<file path="config.mk">
export PLATFORM = sky130hd
export DESIGN_NAME = tca_cordic_cell
export DESIGN_NICKNAME = d
export VERILOG_FILES = /design/src/design/tca_pkg.sv /design/src/design/tca_cordic_cell.sv
export SDC_FILE = /design/constraint.sdc
export NUM_CORES = 1
export LEC_CHECK = 0
export ABC_AREA = 1
export ABC_CLOCK_PERIOD_IN_PS = 5480
export BUFFER_PORTS_ARGS = -buffer_cell sky130_fd_sc_hd__buf_4
export CAP_MARGIN = 20
export CORE_MARGIN = 2
export CORE_UTILIZATION = 30
export DETAILED_ROUTE_END_ITERATION = 16
export PLACE_DENSITY_LB_ADDON = 0.1
export SLEW_MARGIN = 20
export SYNTH_ARGS = -nofsm -noshare
export SYNTH_HDL_FRONTEND = slang
export SYNTH_SLANG_ARGS = --single-unit
</file>
<file path="constraint.sdc">
create_clock -name clk -period 5.48 [get_ports clk]
set_input_delay 0.822 -clock clk [delete_from_list [all_inputs] [get_ports clk]]
set_output_delay 0.822 -clock clk [all_outputs]
set_load 0.005 [all_outputs]
</file>
<file path="src/design/tca_pkg.sv">
// ----------------------------------------------------------------------------
// tca_pkg: shared types and constants for the triangle corner angle block
// Word formats, case codes, cell states and the CORDIC arctangent table.
// ----------------------------------------------------------------------------
package tca_pkg;

  // number of CORDIC rotations and how many of them are used
  localparam int CORDIC_STAGES = 20;
  localparam int CORDIC_USED   = (CORDIC_STAGES > 32) ? 32 : CORDIC_STAGES;

  // fixed angles, 16 fractional bits
  localparam logic [17:0] ANGLE_PI       = 18'd205887;
  localparam logic [17:0] ANGLE_PI_THIRD = 18'd68629;

  // epsilon after reset
  localparam logic [15:0] EPS_RESET = 16'd7;

  // case codes
  typedef enum logic [1:0] {
    CASE_NORMAL    = 2'd0,
    CASE_ZERO_PERI = 2'd1,
    CASE_FLAT      = 2'd2
  } case_code_t;

  // input word: three corners, Q16.16
  typedef struct packed {
    logic signed [31:0] corner_a_x;
    logic signed [31:0] corner_a_y;
    logic signed [31:0] corner_a_z;
    logic signed [31:0] corner_b_x;
    logic signed [31:0] corner_b_y;
    logic signed [31:0] corner_b_z;
    logic signed [31:0] corner_c_x;
    logic signed [31:0] corner_c_y;
    logic signed [31:0] corner_c_z;
  } in_word_t;

  // result word
  typedef struct packed {
    logic [17:0] angle;
    logic [1:0]  case_code;
  } out_word_t;

  // square root cell state: remainder and partial root
  typedef struct packed {
    logic [127:0] rem;
    logic [63:0]  root;
  } sqrt_state_t;

  // cordic cell state
  typedef struct packed {
    logic signed [63:0] x;
    logic signed [63:0] y;
    logic signed [33:0] z;
  } cordic_state_t;

  // atan(2^-i) in Q30
  localparam logic [29:0] ATAN_Q30 [32] = '{
    30'd843314857, 30'd497837829, 30'd263043837, 30'd133525159, 30'd67021687,
    30'd33543516, 30'd16775851, 30'd8388437, 30'd4194283, 30'd2097149,
    30'd1048576, 30'd524288, 30'd262144, 30'd131072, 30'd65536, 30'd32768,
    30'd16384, 30'd8192, 30'd4096, 30'd2048, 30'd1024, 30'd512, 30'd256,
    30'd128, 30'd64, 30'd32, 30'd16, 30'd8, 30'd4, 30'd2, 30'd1, 30'd0
  };

  function automatic logic signed [33:0] atan_q30(input logic [4:0] idx);
    return signed'({4'b0, ATAN_Q30[idx]});
  endfunction

endpackage

</file>
<file path="src/design/tca_cordic_cell.sv">
// ----------------------------------------------------------------------------
// tca_cordic_cell: one vectoring CORDIC rotation
// Rotates toward the x axis and accumulates the arctangent in Q30.
// ----------------------------------------------------------------------------
module tca_cordic_cell (
  input  logic                   clk,
  input  logic [4:0]             stage_idx,
  input  tca_pkg::cordic_state_t st_in,
  output tca_pkg::cordic_state_t st_r
);
  import tca_pkg::*;

  cordic_state_t st_nxt;

  // direction from sign of y
  always_comb begin
    if (!st_in.y[63]) begin
      st_nxt.x = st_in.x + (st_in.y >>> stage_idx);
      st_nxt.y = st_in.y - (st_in.x >>> stage_idx);
      st_nxt.z = st_in.z + atan_q30(stage_idx);
    end else begin
      st_nxt.x = st_in.x - (st_in.y >>> stage_idx);
      st_nxt.y = st_in.y + (st_in.x >>> stage_idx);
      st_nxt.z = st_in.z - atan_q30(stage_idx);
    end
  end

  always_ff @(posedge clk) begin
    st_r <= st_nxt;
  end

endmodule

</file>
==> results.md <==
* Worst Path Arrival at 5.64 ns
* Post-synth EDFFs at 0
* Placed inst area at 0.0378 sq mm
* Worst-path clk slew at 0.08 ns
* Cell Pwr Density at 257 mW/mm^2
* Maxcap violations at 0
* Largest register by flop count: st_r
* Max Root-Sink Buffers at 2
* Mapped Area at 0.0269 sq mm
* Fin. Hold Viols at 0
* Hold-fix buffers, CTS at 0
* Critical path origin: stage_idx[1]
* Headroom to the max-slew limit at 0.553
* Leak at 20.0 nW
* Met1 usage at 0.387
* Asr flop ratio synth at 0
* Syn_nets at 5235
* Final setup fails at 0
* Yosys top cell by area: nand2_1
* Post-synth top area share at 0.205
* Vias at 36409
* Yosys cell types at 58
* Final cell count without fillers at 7250
* First-pass GRT wire length at 208 mm
* Critical Path Max Stage Delay at 0.26 ns
* Core Area at 0.0886 sq mm
* Commonest register cell after synthesis: dfxtp_1
* Final setup margin at 0.262 ns
* Clock Tree Root: clkbuf_16
* Initial drt markers at 2830
* Die Ht at 304 microns
* Synth Register Bits at 162
* CTS tree: built
* Grt met2 use at 0.514
* Pin count of the biggest net entering global routing at 102
* Total CTS buffers at 17
* Drt drc at 0
* Final total power at 9.88 mW
* Actual slew at the worst max-slew pin at 0.668 ns
* Fill count at 10087
* CP Launch Type: input port
* Busiest metal layer after global routing: met2
* I/O pin cnt at 330
* Placed Cells at 7215
* Regs by FF count: st_r (162)
* Most frequent CP cell: nand2_1
* GRT overflow at 0
* Final worst path period share at 0.952
* Max Freq at 192 MHz
* Multi-input combinational cell area at 0.0211 sq mm
* Max reg flops at 162
* DP Worst Slack at -0.783 ns
* CP Capture Type: flop
* ANT nets after route at 0
* Slowest-stage cell, CP: nor2_1
* Cell area after layout at 0.0384 sq mm
* DR vias/cell at 5.02
* Hold Path Class: in2reg
* Syn Area/Cell at 5.51 sq um
* Met3 GRT Util at 0.0250
* Die width at 304 microns
* Fin. max-slew vios at 0
* CP Depth at 31
* H-tree levels at 4
* Crit-path leading delay family: simple AND/OR/NAND/NOR gates
* Register Area at 0.00324 sq mm
* Post-Route Utilization at 0.433
* IO Port Bufs at 329
* Layout cells sized above 1 at 0.240
* Initial antenna violation count at 1
* Largest cells by area after synthesis: nand2_1 20%, nand3_1 16%, dfxtp_1 12%
* Synthesis warning total at 0
* Number of global-route vias before repair at 35362
* Bufs and invs on worst path at 7
* Std-Cell Rows at 109
* VDD IR max at 0.283 mV
* Tmin final at 5.22 ns
* DIE AREA at 0.0921 sq mm
* Clock Sinks at 162
* Crit-path max FO at 32
* Dpl hpwl at 123 mm
* GPL Wtd Cong at 0.979
* Status: complete, no violations
* Drt pass-1 iters at 6
* DRT Wirelength at 141 mm
* CP Class: in2reg
* Initial Util at 0.304
* Area growth syn-to-layout at 42.7%
* Seq/Total Area, Yosys at 0.121
* All-layer global routing usage at 0.298
* Mapped Cells at 4884
* Crit path to: st_r[95]$_DFF_P_
* DR WL/cell at 19.4 microns
* Final #Nets at 6422
* Worst path required time at 5.91 ns
how the worst min path moves through the flow:
stage,startpoint,end,slack [ns],cells after the start
2_1_floorplan,st_in[34],st_r[34]$_DFF_P_,0.95,1
3_3_place_gp,st_in[34],st_r[34]$_DFF_P_,1.08,2
3_5_place_dp,st_in[34],st_r[34]$_DFF_P_,1.08,2
4_1_cts,st_in[34],st_r[34]$_DFF_P_,0.52,2
5_1_grt,st_in[34],st_r[34]$_DFF_P_,0.55,2
6_report,st_in[34],st_r[34]$_DFF_P_,0.55,2
area by class of cell:
| type | count | share of cell area |
|---|---|---|
| tap | 1165 | 0.0380 |
| antenna | 1 | 0.0000652 |
| inverter | 469 | 0.0462 |
| clock buffer | 18 | 0.0112 |
| timing repair buffer | 1325 | 0.267 |
| clock inverter | 14 | 0.00430 |
| sequential | 162 | 0.0844 |
| multi-input combinational | 4096 | 0.549 |
power breakdown:
part / switching, mW / internal (mW) / leakage [nW] / total (mW)
Clock: 0.617 / 0.683 / 0.290 / 1.30
Combinational: 3.56 / 3.12 / 18.4 / 6.68
Sequential: 0.181 / 1.72 / 1.37 / 1.90
through the flow:
stage	setup TNS [ns]	hold slack, ns
2_1_floorplan	0	0.952
3_3_place_gp	-4.59	1.08
3_5_place_dp	-4.51	1.08
4_1_cts	0	0.523
5_1_grt	-0.00585	0.554
6_report	0	0.553
layer usage:
metal / vias up / share of wire / wire, microns
li1: 18526 / - / -
met1: 16693 / 0.46 / 64200
met2: 1000 / 0.47 / 66200
met3: 190 / 0.036 / 5080
met4: 0 / 0.037 / 5140
met5: - / 0 / 0
synth_stat cells (61+ instances only):
cell,instances
nand2_1,1467
nand3_1,860
nor2_1,533
inv_1,439
a21oi_1,272
ha_1,180
xor2_1,172
dfxtp_1,162
o21ai_0,161
xnor2_1,72
nand4_1,61
kinds of logic (layout without fill, tap and decap cells):
group	Yosys count	count (layout)	synth area share
simple gates	3048	3048	0.485
buf+inv	626	1826	0.0976
compound gates	620	620	0.130
xor+xnor	245	245	0.0803
fa+ha+maj	183	183	0.0859
flops	162	162	0.121
other cells	0	1	0
layout by cell type (no fill, tap or decap), types with 6 or more instances in the layout:
master / instances
nor2_4: 7
nor2_2: 27
nor4_1: 7
a21oi_1: 271
nand3_1: 860
o21a_1: 27
o21ai_1: 29
clkbuf_16: 17
nand4_1: 61
inv_2: 21
o211ai_1: 12
nand2_1: 1467
nand3_2: 7
nand2_2: 21
a21o_1: 15
o2111ai_1: 11
xnor2_1: 72
o21bai_1: 8
and3_1: 6
nor2_1: 531
inv_1: 439
dfxtp_1: 162
xor2_1: 171
nor3_1: 25
ha_1: 180
o21ai_0: 158
buf_4: 1299
buf_12: 25
nand3b_1: 14
a31oi_1: 48
what timing repair did:
item,4_1_cts,5_1_grt
gates cloned,0,0
gates resized for setup,1,10
endpoints found under the setup margin,2,11
pin swaps,0,1
setup buffers,0,2
Power figures use the tool's default switching activity.
