$ cat src/design/tca_pkg.sv
// ----------------------------------------------------------------------------
// tca_pkg: shared types and constants for the triangle corner angle block
// Word formats, case codes, cell states and the CORDIC arctangent table.
// ----------------------------------------------------------------------------
package tca_pkg;

  // number of CORDIC rotations and how many of them are used
  localparam int CORDIC_STAGES = 20;
  localparam int CORDIC_USED   = (CORDIC_STAGES > 32) ? 32 : CORDIC_STAGES;

  // fixed angles, 16 fractional bits
  localparam logic [17:0] ANGLE_PI       = 18'd205887;
  localparam logic [17:0] ANGLE_PI_THIRD = 18'd68629;

  // epsilon after reset
  localparam logic [15:0] EPS_RESET = 16'd7;

  // case codes
  typedef enum logic [1:0] {
    CASE_NORMAL    = 2'd0,
    CASE_ZERO_PERI = 2'd1,
    CASE_FLAT      = 2'd2
  } case_code_t;

  // input word: three corners, Q16.16
  typedef struct packed {
    logic signed [31:0] corner_a_x;
    logic signed [31:0] corner_a_y;
    logic signed [31:0] corner_a_z;
    logic signed [31:0] corner_b_x;
    logic signed [31:0] corner_b_y;
    logic signed [31:0] corner_b_z;
    logic signed [31:0] corner_c_x;
    logic signed [31:0] corner_c_y;
    logic signed [31:0] corner_c_z;
  } in_word_t;

  // result word
  typedef struct packed {
    logic [17:0] angle;
    logic [1:0]  case_code;
  } out_word_t;

  // square root cell state: remainder and partial root
  typedef struct packed {
    logic [127:0] rem;
    logic [63:0]  root;
  } sqrt_state_t;

  // cordic cell state
  typedef struct packed {
    logic signed [63:0] x;
    logic signed [63:0] y;
    logic signed [33:0] z;
  } cordic_state_t;

  // atan(2^-i) in Q30
  localparam logic [29:0] ATAN_Q30 [32] = '{
    30'd843314857, 30'd497837829, 30'd263043837, 30'd133525159, 30'd67021687,
    30'd33543516, 30'd16775851, 30'd8388437, 30'd4194283, 30'd2097149,
    30'd1048576, 30'd524288, 30'd262144, 30'd131072, 30'd65536, 30'd32768,
    30'd16384, 30'd8192, 30'd4096, 30'd2048, 30'd1024, 30'd512, 30'd256,
    30'd128, 30'd64, 30'd32, 30'd16, 30'd8, 30'd4, 30'd2, 30'd1, 30'd0
  };

  function automatic logic signed [33:0] atan_q30(input logic [4:0] idx);
    return signed'({4'b0, ATAN_Q30[idx]});
  endfunction

endpackage

$ cat src/design/tca_sqrt_cell.sv
// ----------------------------------------------------------------------------
// tca_sqrt_cell: one bit of a restoring square root
// Tries one root bit against the remainder and hands the state onward.
// ----------------------------------------------------------------------------
module tca_sqrt_cell (
  input  logic                 clk,
  input  logic [5:0]           bit_idx,
  input  tca_pkg::sqrt_state_t st_in,
  output tca_pkg::sqrt_state_t st_r
);
  import tca_pkg::*;

  logic [127:0] trial;
  sqrt_state_t  st_nxt;

  // (root + 2^i)^2 - root^2 against remainder
  always_comb begin
    trial  = (128'(st_in.root) << ({1'b0, bit_idx} + 7'd1))
           + (128'(1) << {bit_idx, 1'b0});
    st_nxt = st_in;
    if (st_in.rem >= trial) begin
      st_nxt.rem  = st_in.rem - trial;
      st_nxt.root = st_in.root | (64'(1) << bit_idx);
    end
  end

  always_ff @(posedge clk) begin
    st_r <= st_nxt;
  end

endmodule

$ cat config.mk
export PLATFORM = sky130hd
export DESIGN_NAME = tca_sqrt_cell
export DESIGN_NICKNAME = d
export VERILOG_FILES = /design/src/design/tca_pkg.sv /design/src/design/tca_sqrt_cell.sv
export SDC_FILE = /design/constraint.sdc
export NUM_CORES = 1
export LEC_CHECK = 0
export BUFFER_PORTS_ARGS = -buffer_cell sky130_fd_sc_hd__buf_2
export CORE_MARGIN = 5
export CORE_UTILIZATION = 35
export DETAILED_ROUTE_END_ITERATION = 12
export GPL_ROUTABILITY_DRIVEN = 1
export SLEW_MARGIN = 30
export SYNTH_ARGS = -nofsm -noshare
export SYNTH_HDL_FRONTEND = slang
export SYNTH_SLANG_ARGS = --single-unit
$ cat constraint.sdc
create_clock -name clk -period 34.1 [get_ports clk]
set_input_delay 8.525 -clock clk [delete_from_list [all_inputs] [get_ports clk]]
set_output_delay 8.525 -clock clk [all_outputs]
set_load 0.02 [all_outputs]
==> run_results.csv, run 1 <==
group,metric,value,unit
final_layout,nets,4521,
yosys,synth-adder-area-share,0.0894,
critical_path,crit_required,34510,ps
yosys,yosys.area.top_type,"dfxtp_1",
run_status,outcome,"finished, final reports clean",
timing,slew_headroom,0.287,
critical_path,path_common_cell,"o21ai_0",
floorplan,io_pins,391,
timing,slew_violations,0,
timing,worst_pin_slew,1040,ps
cts,cts_buffer_depth,2,
critical_path,end_kind,"flip-flop",
yosys,syn_area_per_cell,7.19,sq um
cts,cts_buffers,17,
timing,tns,0,ps
final_layout,syn_to_final_growth,11.2,%
final_layout,drive_above_1_share,0.158,
yosys,postSynth.asyncResetShare,0,
power,p_per_area,45.4,nW/um^2
cts,cts_hold_buffers,0,
power,p_clk_frac,0.156,
yosys,synth-edff-count,0,
yosys,synth_cells,3922,
routing,drc,0,
floorplan,die_area,86400,sq um
global_routing,grt.total_usage,0.283,
yosys,synthSimpleGateAreaFrac,0.224,
power,p_int,698,uW
final_layout,final_cell_area,31300,sq um
timing,timing_hold_violations_final,0,
yosys,synth-compound-area-share,0.308,
placed_design,gp_congestion,1.05,
yosys,syn_area,28200,sq um
min_path,holdPathStages,2,
cts,cts_resized,0,
global_routing,grt_pass1_wl,190000,microns
global_routing,grt-ovfl-total,0,
yosys,synth_top_area_frac,0.136,
global_routing,grt_start_max_net_pins,91,
placed_design,placed_area,30700,sq um
yosys,synth_seq_cells,192,
critical_path,slowest_stage,"buf_4",
floorplan,die_x,294,microns
global_routing,grt_pass1_vias,30000,
timing,setup_viol,0,
power,p_comb_frac,0.639,
timing,rsz0062_at_grt,"no",
cts,cts_setup_buffers,0,
yosys,ys.warnings.count,0,
critical_path,startpoint_type,"primary input",
power,power_frac_seq,0.205,
placed_design,dp_hpwl,106000,microns
floorplan,rows,104,
cts,cts_sinks,192,
min_path,hold_path.class,"in -> reg",
final_layout,top_regs,"st_r: 192 flops",
global_routing,antenna_found_initial,1,
routing,routed_wl,129000,microns
placed_design,io_buffers,390,
routing,ant_nets,0,
cts,clock-root-buffer,"clkbuf_16",
routing,wl_per_cell,24.8,microns
yosys,yosys-top-cells-area,"dfxtp_1 (14%), ha_1 (8.9%), a21oi_1 (7.8%)",
yosys,ys_types,105,
power,p_leak,12.9,nW
critical_path,critPathMaxFanout,90,
final_layout,top_register,"st_r",
timing,period_needed,19710,ps
cts,clk_pin_slew,80,ps
yosys,muxShareOfSynthArea,0.115,
routing,vias_per_cell,6.16,
cts,htree_levels,4,
final_layout,diodes,0,
min_path,min_from,"st_in[47]",
yosys,synth_xor_area_frac,0.0752,
floorplan,die_h,294,microns
power,net-switching-power,724,uW
yosys,synth_top_family_by_area,"compound AO/OA/AOI/OAI gates",
critical_path,arrival,20120,ps
routing,vias,32000,
critical_path,slowest_delay,750,ps
power,peakVddDrop,0.0320,mV
final_layout,largest_register_ffs,192,
yosys,syn_nets,4322,
routing,drt_first_pass_iters,6,
routing,drtIter0Drc,3766,
critical_path,critPathBufInv,5,
timing,finalCritPeriodShare,0.578,
floorplan,start_util,0.352,
timing,fmax,50.7,MHz
floorplan,core,80200,sq um
power,swShare,0.509,
critical_path,path_class,"in -> reg",
yosys,synth_ff_type,"dfxtp_1",
flow_run,maxCapViolations,0,
min_path,whs_endpoint,"st_r[47]",
critical_path,cp_top_family,"compound AO/OA/AOI/OAI gates",
yosys,seq_area_frac_synth,0.136,
cts,cts_tree,"built",
layer usage:
| metal | GRT usage | wire, microns | up-vias |
|---|---|---|---|
| met5 | 0 | 0 | - |
| met4 | 0.119 | 6070 | 0 |
| met3 | 0.0534 | 12100 | 271 |
| met2 | 0.439 | 55600 | 1713 |
| met1 | 0.386 | 55300 | 15100 |
| li1 | - | - | 14900 |
cell usage after synthesis, drive strengths merged, types with 60 or more instances:
cell	n
a21o	124
o21ai	241
dfxtp	192
nand4	95
a31oi	60
xor2	101
nand3	89
clkbuf	179
o21bai	120
inv	96
nor2	446
a21oi	439
xnor2	134
mux2i	135
ha	200
nand2	375
buf	68
nor3	81
through the flow:
step           std cells  setup WS (ps)  power, mW  hold slack, ps  utilization
2_1_floorplan       3922          16200      0.893            8620            -
3_3_place_gp        5162          14260       1.18            8770        0.383
3_5_place_dp        5162          14010       1.18            8760        0.384
4_1_cts             5194          14560       1.41            8200        0.391
5_1_grt             5194          13680       1.50            8230        0.391
6_report            5194          14390       1.42            8240        0.391
placed cells by master (no fill, tap or decap), types with 93 or more instances in the layout:
cell type,count
xor2_1,100
o21bai_1,120
nor2_1,445
dfxtp_1,192
nand4_1,93
nand2_1,374
buf_2,389
inv_1,93
mux2i_1,134
a21oi_1,437
ha_1,198
a21o_1,124
xnor2_1,131
o21ai_0,226
final cells by class:
class	count	area [sq um]
multi-input cells	3386	23000
repair buffers	427	2240
inverters	97	367
clock inverters	14	171
flip-flops and latches	192	3840
well taps	1060	1330
clock buffers	18	429
fillers	8655	48800
worst max path at each step:
stage	from	endpoint	cells after the start
after floorplan	bit_idx[0]	st_r[155]	47
after global placement	bit_idx[0]	st_r[65]	35
after detailed placement	bit_idx[0]	st_r[93]	35
after CTS	bit_idx[0]	st_r[65]	35
after global routing	bit_idx[0]	st_r[65]	37
final	bit_idx[0]	st_r[65]	37
power groups by stage:
stage               sequential (mW)  combinational [mW]  clock, mW
finish                        0.291               0.909      0.222
global route                  0.297               0.968      0.235
CTS                           0.292               0.889      0.229
detailed placement            0.298               0.884          0
global placement              0.297               0.887          0
floorplan                     0.368               0.525          0
cell families (layout without fill, tap and decap cells):
logic type | count (synthesis) | in the layout
AOI/OAI and AO/OA | 1355 | 1355
and+or+nand+nor | 1348 | 1348
buffers and inverters | 344 | 556
muxes | 247 | 247
xor gates and xnor gates | 235 | 235
adders and majority gates | 201 | 201
DFF | 192 | 192
(Power assumes the default switching activity.)
==> inputs of run 2 (changes only) <==
Clock period 34.1 ns to 18.5 ns, I/O delays scaled along.
==> run 2 against run 1 <==
  * Largest power group unchanged
  * Worst hold slack worse by 3900 ps
  * Utilization about the same
  * First-iteration DRC count down 3.6%
  * Worst setup slack worse by 12000 ps
  * Global-route usage up 0.70 points
  * Sequential power up 85%
  * Sequential cell count unchanged
  * Critical path type unchanged
  * Clock power up 83%
  * Highest routed layer unchanged
  * Final area about the same
  * Final cell count unchanged
  * Wire length up 2.2%
==> run_results.csv, run 2 (synthesis results as in run 1) <==
group,metric,value,unit
floorplan,core,80200,sq um
final_layout,final_cell_mix,"nor2_1 (444), a21oi_1 (436), buf_2 (389)",
min_path,holdPathStages,2,
timing,period_needed,15610,ps
routing,vias_per_cell,6.15,
critical_path,startpoint,"bit_idx[0]",
timing,rsz0062_at_grt,"no",
final_layout,nets,4521,
routing,drc,0,
cts,cts_hold_buffers,0,
placed_design,placed_area,30800,sq um
critical_path,crit_required,18930,ps
cts,htree_levels,4,
final_layout,final_common_cell,"nor2_1",
min_path,whs_endpoint,"st_r[49]",
placed_design,io_buffers,390,
critical_path,critPathMaxFanout,77,
routing,drt_first_pass_iters,8,
power,p_leak,12.9,nW
final_layout,syn_to_final_growth,11.2,%
final_layout,top_register,"st_r",
routing,drtIter0Drc,3631,
critical_path,end_kind,"flip-flop",
placed_design,gp_congestion,1.04,
global_routing,grt-ovfl-total,0,
global_routing,grt_pass1_wl,193000,microns
timing,slew_headroom,0.208,
cts,cts_buffers,17,
global_routing,antenna_found_initial,0,
power,p_per_area,83.6,nW/um^2
timing,slew_violations,0,
placed_design,dp_hpwl,108000,microns
critical_path,path_common_cell,"o21ai_0",
floorplan,die_x,294,microns
routing,routed_wl,132000,microns
cts,clk_pin_slew,90,ps
cts,cts_setup_buffers,0,
timing,timing_hold_violations_final,0,
critical_path,path_class,"in -> reg",
cts,clock-root-buffer,"clkbuf_16",
floorplan,start_util,0.352,
floorplan,rows,104,
final_layout,diodes,0,
final_layout,top_regs,"st_r: 192 flops",
timing,setup_viol,0,
final_layout,final_cell_area,31400,sq um
critical_path,startpoint_type,"primary input",
floorplan,die_area,86400,sq um
cts,cts_tree,"built",
global_routing,grt.total_usage,0.290,
timing,worst_pin_slew,1180,ps
timing,tns,0,ps
cts,cts_buffer_depth,2,
floorplan,die_h,294,microns
min_path,hold_path.class,"in -> reg",
timing,fmax,64.0,MHz
cts,cts_sinks,192,
timing,finalCritPeriodShare,0.844,
power,peakVddDrop,0.0671,mV
critical_path,slowest_stage,"buf_4",
routing,vias,32000,
global_routing,grt_pass1_vias,30000,
routing,ant_nets,0,
critical_path,slowest_delay,720,ps
critical_path,arrival,16050,ps
final_layout,drive_above_1_share,0.159,
min_path,min_from,"st_in[49]",
flow_run,maxCapViolations,0,
global_routing,grt_start_max_net_pins,159,
floorplan,io_pins,391,
cts,cts_resized,0,
final_layout,largest_register_ffs,192,
run_status,outcome,"finished, final reports clean",
routing,wl_per_cell,25.4,microns
-- run 2: power breakdown --
group	leakage [nW]	total [mW]	internal [mW]	switching, mW
logic	11.0	1.68	0.571	1.11
registers	1.62	0.537	0.514	0.0230
clock network	0.286	0.407	0.204	0.203
-- run 2: area by class of cell --
class                      instances  area, sq um
inverter                          97          367
timing repair buffer             427         2240
clock inverter                    13          166
clock buffer                      19          433
sequential                       192         3840
tap                             1060         1330
fill                            8751        48800
multi-input combinational       3386        23000
-- run 2: worst max-delay path by stage --
stage           endpoint  slack, ps
2_1_floorplan  st_r[155]       4500
5_1_grt         st_r[42]       2210
4_1_cts         st_r[30]       3210
3_5_place_dp    st_r[30]       2680
6_report        st_r[13]       2890
3_3_place_gp    st_r[46]       2550
-- run 2: layer usage --
layer | part of all wire | GRT usage
met5 | 0 | 0
met4 | 0.047 | 0.125
met3 | 0.092 | 0.0580
met2 | 0.43 | 0.441
met1 | 0.43 | 0.399
-- run 2: critical path, delay by kind of cell --
family	cells	cell delay, ps
compound gates	13	3340
simple gates	15	3450
buf+inv	5	2250
fa+ha+maj	3	1530
mux	2	710
-- run 2: per-stage QoR --
stage                      util  power, mW  setup slack (ps)  cells  hold slack (ps)
after floorplan               -       1.65              4500   3922             4720
after global placement    0.384       2.19              2550   5162             4860
after detailed placement  0.384       2.18              2680   5162             4870
after CTS                 0.391       2.60              3210   5194             4290
after global routing      0.391       2.77              2210   5194             4310
final                     0.391       2.62              2890   5194             4330
